<file path="src/rtl/homography_point_map_assert.svh">
// Assertion macros shared by the homography point map RTL.
// Each macro expects i_clk and i_rst_n in scope.
`ifndef HOMOGRAPHY_POINT_MAP_ASSERT_SVH
`define HOMOGRAPHY_POINT_MAP_ASSERT_SVH

// Same-cycle implication, checked out of reset
`define HPM_ASSERT_IMPL(label, ante, cons) \
    label: assert property (@(posedge i_clk) disable iff (!i_rst_n) (ante) |-> (cons)) \
        else $error("assertion failed");

// Next-cycle implication, checked out of reset
`define HPM_ASSERT_NEXT(label, ante, cons) \
    label: assert property (@(posedge i_clk) disable iff (!i_rst_n) (ante) |=> (cons)) \
        else $error("assertion failed");

`endif

</file>
<file path="src/rtl/hpm_pkg.sv">
// ============================================================================
// hpm_pkg
// Shared types and fixed widths of the homography point map.
// ============================================================================
package hpm_pkg;

    localparam int CW        = 48;  // coefficient width
    localparam int PW        = 16;  // pixel coordinate width
    localparam int OW        = 32;  // world coordinate width
    localparam int QW        = 32;  // quotient bits produced by the divider chain
    localparam int NUM_COEFS = 8;

    // Coefficient register indexes
    typedef enum logic [2:0] {
        COEF_00 = 3'd0,
        COEF_01 = 3'd1,
        COEF_02 = 3'd2,
        COEF_10 = 3'd3,
        COEF_11 = 3'd4,
        COEF_12 = 3'd5,
        COEF_20 = 3'd6,
        COEF_21 = 3'd7
    } t_coef_idx;

    // Control travelling with each point down the pipeline
    typedef struct packed {
        logic valid;
        logic dz;      // weight was zero
        logic neg_x;
        logic neg_y;
        logic ovr_x;   // quotient does not fit in QW bits
        logic ovr_y;
    } t_ctl;

endpackage

</file>
<file path="src/rtl/hpm_div_cell.sv">
// ============================================================================
// hpm_div_cell
// One restoring-division cell: resolves one quotient bit for both lanes.
// ============================================================================
module hpm_div_cell #(
    parameter int RW  = 116,
    parameter int DW  = 67,
    parameter int BIT = 0
) (
    input  logic                 i_clk,
    input  logic                 i_rst_n,
    input  logic                 i_ce,
    input  hpm_pkg::t_ctl        i_ctl,
    input  logic [RW-1:0]        i_rem_x,
    input  logic [RW-1:0]        i_rem_y,
    input  logic [DW-1:0]        i_dv,
    input  logic [hpm_pkg::QW-1:0] i_q_x,
    input  logic [hpm_pkg::QW-1:0] i_q_y,
    output hpm_pkg::t_ctl        o_ctl,
    output logic [RW-1:0]        o_rem_x,
    output logic [RW-1:0]        o_rem_y,
    output logic [DW-1:0]        o_dv,
    output logic [hpm_pkg::QW-1:0] o_q_x,
    output logic [hpm_pkg::QW-1:0] o_q_y
);
    import hpm_pkg::*;

    logic [RW-1:0] step;
    logic          ge_x, ge_y;
    logic [RW-1:0] n_rem_x, n_rem_y;
    t_ctl          r_ctl;
    logic [RW-1:0] r_rem_x, r_rem_y;
    logic [DW-1:0] r_dv;
    logic [QW-1:0] r_q_x, r_q_y;

    // trial subtract of the divisor at this bit weight
    always_comb begin
        step    = RW'(i_dv) << BIT;
        ge_x    = (i_rem_x >= step);
        ge_y    = (i_rem_y >= step);
        n_rem_x = ge_x ? (i_rem_x - step) : i_rem_x;
        n_rem_y = ge_y ? (i_rem_y - step) : i_rem_y;
    end

    always_ff @(posedge i_clk) begin
        if (!i_rst_n) begin
            r_ctl <= '0;
        end else if (i_ce) begin
            r_ctl <= i_ctl;
        end
    end

    // payload, quotient bits shift in from the right
    always_ff @(posedge i_clk) begin
        if (i_ce) begin
            r_rem_x <= n_rem_x;
            r_rem_y <= n_rem_y;
            r_dv    <= i_dv;
            r_q_x   <= {i_q_x[QW-2:0], ge_x};
            r_q_y   <= {i_q_y[QW-2:0], ge_y};
        end
    end

    assign o_ctl   = r_ctl;
    assign o_rem_x = r_rem_x;
    assign o_rem_y = r_rem_y;
    assign o_dv    = r_dv;
    assign o_q_x   = r_q_x;
    assign o_q_y   = r_q_y;

endmodule

</file>
<file path="config.mk">
export PLATFORM = sky130hd
export DESIGN_NAME = hpm_div_cell
export DESIGN_NICKNAME = d
export VERILOG_FILES = /design/src/rtl/homography_point_map_assert.svh /design/src/rtl/hpm_pkg.sv /design/src/rtl/hpm_div_cell.sv
export SDC_FILE = /design/constraint.sdc
export NUM_CORES = 1
export LEC_CHECK = 0
export ABC_AREA = 0
export CORE_AREA = 5 5 289 291
export DETAILED_ROUTE_END_ITERATION = 8
export DIE_AREA = 0 0 294 296
export DONT_BUFFER_PORTS = 1
export PLACE_DENSITY = 0.55
export SYNTH_ARGS = -nofsm -noshare
export SYNTH_HDL_FRONTEND = slang
export SYNTH_SLANG_ARGS = --single-unit
</file>
<file path="constraint.sdc">
create_clock -name i_clk -period 11.7 [get_ports i_clk]
set_input_delay 2.34 -clock i_clk [delete_from_list [all_inputs] [get_ports i_clk]]
set_output_delay 2.34 -clock i_clk [all_outputs]
set_load 0.01 [all_outputs]
</file>
== After elaboration in Yosys (flattened, before gate mapping) ==
Cells that the tools add are included.

* Word-level logic and storage cells: 17
* Output and inout bits: 369
* Bits of input ports: 372
* Register bits after elaboration: 369

* Add/sub/neg operators: 2
* Mux-type cells: 2
* $lt $le $gt $ge: 2

{| class="wikitable"
|+ Operators by type and width
! operator !! count
|-
| >= comparator 116 x 67 -> 1 bit || 2
|-
| two-way mux 116 bit || 2
|-
| subtractor 116 x 67 -> 116 bit || 2
|}

== Longest topological paths before layout ==
* Depth in word-level cells: 2
* Mapped depth: 16
* Gate-level depth less buffers: 14

== Worst setup path before layout ==
OpenSTA, ideal clock, no wires.

* Path type: input-to-reg
* From: in i_dv[26]
* To: reg r_rem_y[111] (netlist: o_rem_y[111]), data pin
* Stages on the path: 15
* Arrival: 5.357 ns
* Library setup time: 0.271 ns
* Path slack: 6.072 ns
* Path buffers: 3
* Cell sequence: inv_1 > ha_1 > clkbuf_1 > nand2_1 > or4_1 > nor2_1 > a21oi_1 > a21oi_1 > or4_4 > nand3_2 > or4b_1 > buf_6 > buf_6 > nor4_1 > xor2_1

* Longest elaborated chain between the ends: 2

{| class="wikitable"
|+ RTL lines
! item !! RTL line !! source
|-
| start: declaration || hpm_div_cell.sv:16 || <nowiki>input logic [DW-1:0] i_dv,</nowiki>
|-
| subtractor 116 x 67 -> 116 bit or >= comparator 116 x 67 -> 1 bit (tied branches) || hpm_div_cell.sv:42, hpm_div_cell.sv:40 ||
|-
| two-way mux 116 bit (*) || hpm_div_cell.sv:42 || <nowiki>n_rem_y = ge_y ? (i_rem_y - step) : i_rem_y;</nowiki>
|-
| named net n_rem_y[111] || hpm_div_cell.sv:30 || <nowiki>logic [RW-1:0] n_rem_x, n_rem_y;</nowiki>
|-
| end signal: assignment || hpm_div_cell.sv:57 || <nowiki>r_rem_y <= n_rem_y;</nowiki>
|-
| end: declaration || hpm_div_cell.sv:32 || <nowiki>logic [RW-1:0] r_rem_x, r_rem_y;</nowiki>
|}

The timed path passes the listed nets; every way through them passes the cells marked *.
A chain may end at the register's enable or synchronous reset.

== Worst setup path in the final report ==
* From: in i_dv[33]
* To: reg r_rem_y[104] (netlist: o_rem_y[104]), data pin

The elaborated chain is that of the path after synthesis.

==> results by group <==
Run status
  • Status: complete, no violations

Worst setup path
  • CP startpoint: i_dv[33]
  • CP Max Fanout: 66
  • WS Path Type: input pin to flip-flop
  • Critical Path AT: just over 7 ns
  • Startpoint class of the critical path: input pin
  • Ordered cell list for the critical path: inv_1, ha_1, nand4_1, nor4_1, nand4_1, o31ai_2, or3_1, o21bai_2, nand2_2, clkinv_2, buf_4, nand4b_1, nor3_1, xor2_1
  • Max incr delay on CP: roughly 0.7 ns
  • Crit end category: flip-flop
  • CP dominant cell by count: nand4_1
  • Worst R2R Start: o_ctl[0]$_SDFFE_PN0P_
  • Worst path required time: 12.02 ns
  • Crit-path slowest cell: buf_4

Floorplanning
  • Core box area: between 0.08 and 0.09 mm^2
  • Ports: approximately 740
  • Die area: just under 0.09 mm^2
  • Die height: a little under 300 um
  • Die width: between 200 and 300 um
  • Initial Util: between 30% and 40%
  • Site Rows: between 100 and 150

Timing
  • Setup ws final: ~4.8 ns
  • Relative slew slack: a little over a quarter
  • Least-Margin Pin Slew: ~1.1 ns
  • Crit share post-route: ~59%
  • Slew Limit Fails: 0
  • RSZ-0062 raised after global routing: false
  • Final setup violating endpoints: 0
  • Max Clk Rate: ~150 MHz
  • Sum Neg Setup Slack: 0 ns
  • Tmin final: between 6 and 7 ns
  • Final Hold Fails: 0
  • Clock Skews: 0 ns

Routing
  • DRT Pass-1 Iters: 5
  • Routed wire per std cell: around 29 um
  • Routed WL: just over 100000 um
  • DR vias: 20000
  • Routed Antenna Nets: 0
  • Vias/cell: 5.58
  • DR DRC count: 0
  • Iter 0 DRT Violations: 1347

Synth
  • Post-Syn Area: roughly 0.024 mm^2
  • Most used DFF post-synth: edfxtp_1
  • Area contributors post-synth: edfxtp_1 (45%), ha_1 (7.0%), a21oi_1 (6.3%)
  • Post-synth EDFFs: 363
  • Ys async rst share: 0%
  • Seq cells post-synth: 369
  • Register area share after synthesis: around 46%
  • Synth unique cells: around 80
  • Mean cell area of the mapped netlist: 9.52 um^2
  • Syn. warnings: 0
  • Largest area contributor in the netlist: edfxtp_1
  • Yosys top cell area share: a little under half
  • Synth Instances: 2534
  • Synthesized net count: about 3000

Clocking
  • Later-pin clock latency in the skew report: slightly below 0.6 ns
  • Clk root buf: clkbuf_16
  • Clock transition at path regs: 0.06 ns
  • Buffer depth of the longest clock path: 3
  • Total CTS buffers: between 40 and 50
  • Hold-fix buffers, CTS: 0
  • H-tree levels: 2
  • TritonCTS clock tree: yes
  • Post-cts resize count: 0
  • CTS sink cnt: roughly 370
  • Post-CTS setup buffer count: 0

Run
  • Maxcap violations: 0

Final layout
  • Area of the multi-input gates: 0.0123 mm^2
  • Fin util: 33.1%
  • FF/Latch Area: around 0.011 mm^2
  • Fraction of layout cells with a size suffix above 1: under 10%
  • FILL cells: a little over 8000
  • Area Growth Syn to Fin: 10.3%
  • Nets@finish: 2992

Global routing
  • Initial antenna violation count: 5
  • Largest net degree at the start of global routing: 370
  • Vias in the first global route: about 20000
  • First-pass GRT wire length: approximately 140000 um
  • Total global-route track usage: 22.2%
  • Total grt overflow: 0

Pwr
  • Combinational Power Share: ~17%
  • Switching power total: between 1000 and 1500 uW
  • Switching fraction of total power: 30.5%
  • Leakage: roughly 0.0095 uW
  • Worst vdd ir: approximately 0.078 mV
  • Total chip power: 3960 uW
  • Clock power frac: between 30% and 40%
  • P per Cell Area: ~150 mW/mm^2
  • Sequential share of power: between 40 and 50%
  • Internal power: ~2700 uW

Min path
  • HP Start: o_ctl[2]$_SDFFE_PN0P_
  • Worst min-delay path class: flip-flop to flip-flop

Place
  • Final HPWL DP: approximately 85000 um
  • Worst Setup Slack post-DPL: between 4 and 5 ns
  • PortBufs: 0
  • Routability cong.: ~0.93
[critical path, delay by kind of cell]
family,cells,cell delay (ns)
AND/OR/NAND/NOR,7,2.49
AO/OA/AOI/OAI,2,0.45
XOR/XNOR,1,0.11
adder cells (fa/ha/maj),1,0.53
buffers and inverters,3,1.19
[final timing paths]
path	to	slack [ns]	depth (start not counted)
min	o_ctl[2]$_SDFFE_PN0P_	0.59	2
max	o_rem_y[104]$_DFFE_PP_	4.85	14
min reg2reg	o_ctl[2]$_SDFFE_PN0P_	0.59	2
max reg2reg	o_ctl[0]$_SDFFE_PN0P_	11.00	2
[cell usage after synthesis, types with 16 or more instances]
| cell type | number |
|---|---|
| clkbuf_1 | 87 |
| a21o_1 | 60 |
| a21oi_1 | 305 |
| nand2b_1 | 20 |
| ha_1 | 134 |
| o21a_1 | 17 |
| a31oi_1 | 18 |
| nor4_1 | 57 |
| a21boi_0 | 16 |
| o21ai_0 | 141 |
| nor3_1 | 67 |
| nor2b_1 | 21 |
| edfxtp_1 | 363 |
| xnor2_1 | 103 |
| o21bai_1 | 35 |
| o31ai_1 | 16 |
| nand3_1 | 49 |
| or3_1 | 22 |
| inv_1 | 101 |
| nand2_1 | 222 |
| nand4_1 | 71 |
| nor2_1 | 281 |
| xor2_1 | 112 |
| or4_1 | 26 |
[kinds of logic (layout without fill, tap and decap cells)]
group,count (synthesis),in the layout,synth area share (%)
adders and majority gates,136,136,7.12
xor gates and xnor gates,215,215,7.81
AOI/OAI and AO/OA,702,702,17.7
DFF,369,369,45.7
and+or+nand+nor,895,895,17.9
other,0,3,0
buffers and inverters,208,194,3.41
muxes,9,9,0.384
[flip-flops by register name, indices dropped and copies added, names as in the netlist]
register / flops
o_ctl: 6
o_dv: 67
o_q_x: 32
o_q_y: 32
o_rem_x: 116
o_rem_y: 116
[stage by stage]
stage / cell area [um^2] / hold slack (ns) / cells
after floorplan: 24100 / 0.539 / 2534
after global placement: 25100 / 0.579 / 3496
after detailed placement: 25100 / 0.580 / 3496
after CTS: 26600 / 0.592 / 3580
after global routing: 26600 / 0.620 / 3582
final: 26600 / 0.585 / 3583
[area by class of cell]
type / instances / area share [%]
inverter: 102 / 1.45
clock buffer: 55 / 4.54
timing repair buffer: 8 / 0.226
antenna: 3 / 0.0282
tap: 1060 / 4.99
sequential: 369 / 41.5
clock inverter: 29 / 1.13
multi-input combinational: 1957 / 46.2
[cell usage in the layout (no fill, tap or decap), drive strengths merged, types with 8 or more instances in the layout]
master	n
ha	134
o211ai	14
or3	22
o2111ai	11
inv	106
and3	12
xor2	112
or2	8
or4	28
nor2b	21
a21boi	16
nand2b	20
a21oi	305
nand3	50
o21ai	141
buf	8
edfxtp	363
clkinv	16
xnor2	103
a21o	60
a31oi	18
o31ai	18
nor4	60
o21bai	36
nor3	67
nor2	281
o21a	17
clkbuf	55
nand4	72
nand2	223
[power groups by stage]
stage                     sequential, uW  combinational [uW]  clock [uW]
after detailed placement            1850                 669           0
after global placement              1860                 669           0
after global routing                1830                 747        1550
final                               1820                 682        1450
after CTS                           1830                 674        1490
after floorplan                     1780                 486           0
[routing by layer]
| layer | global-route usage, % | part of all wire (%) | vias up |
|---|---|---|---|
| met2 | 38.7 | 49 | 835 |
| met1 | 26.5 | 39 | 9691 |
| met4 | 6.62 | 3.2 | 4 |
| met3 | 6.89 | 8.5 | 134 |
| li1 | - | - | 9336 |
| met5 | 0 | 0.027 | - |
(Power assumes the default switching activity.)
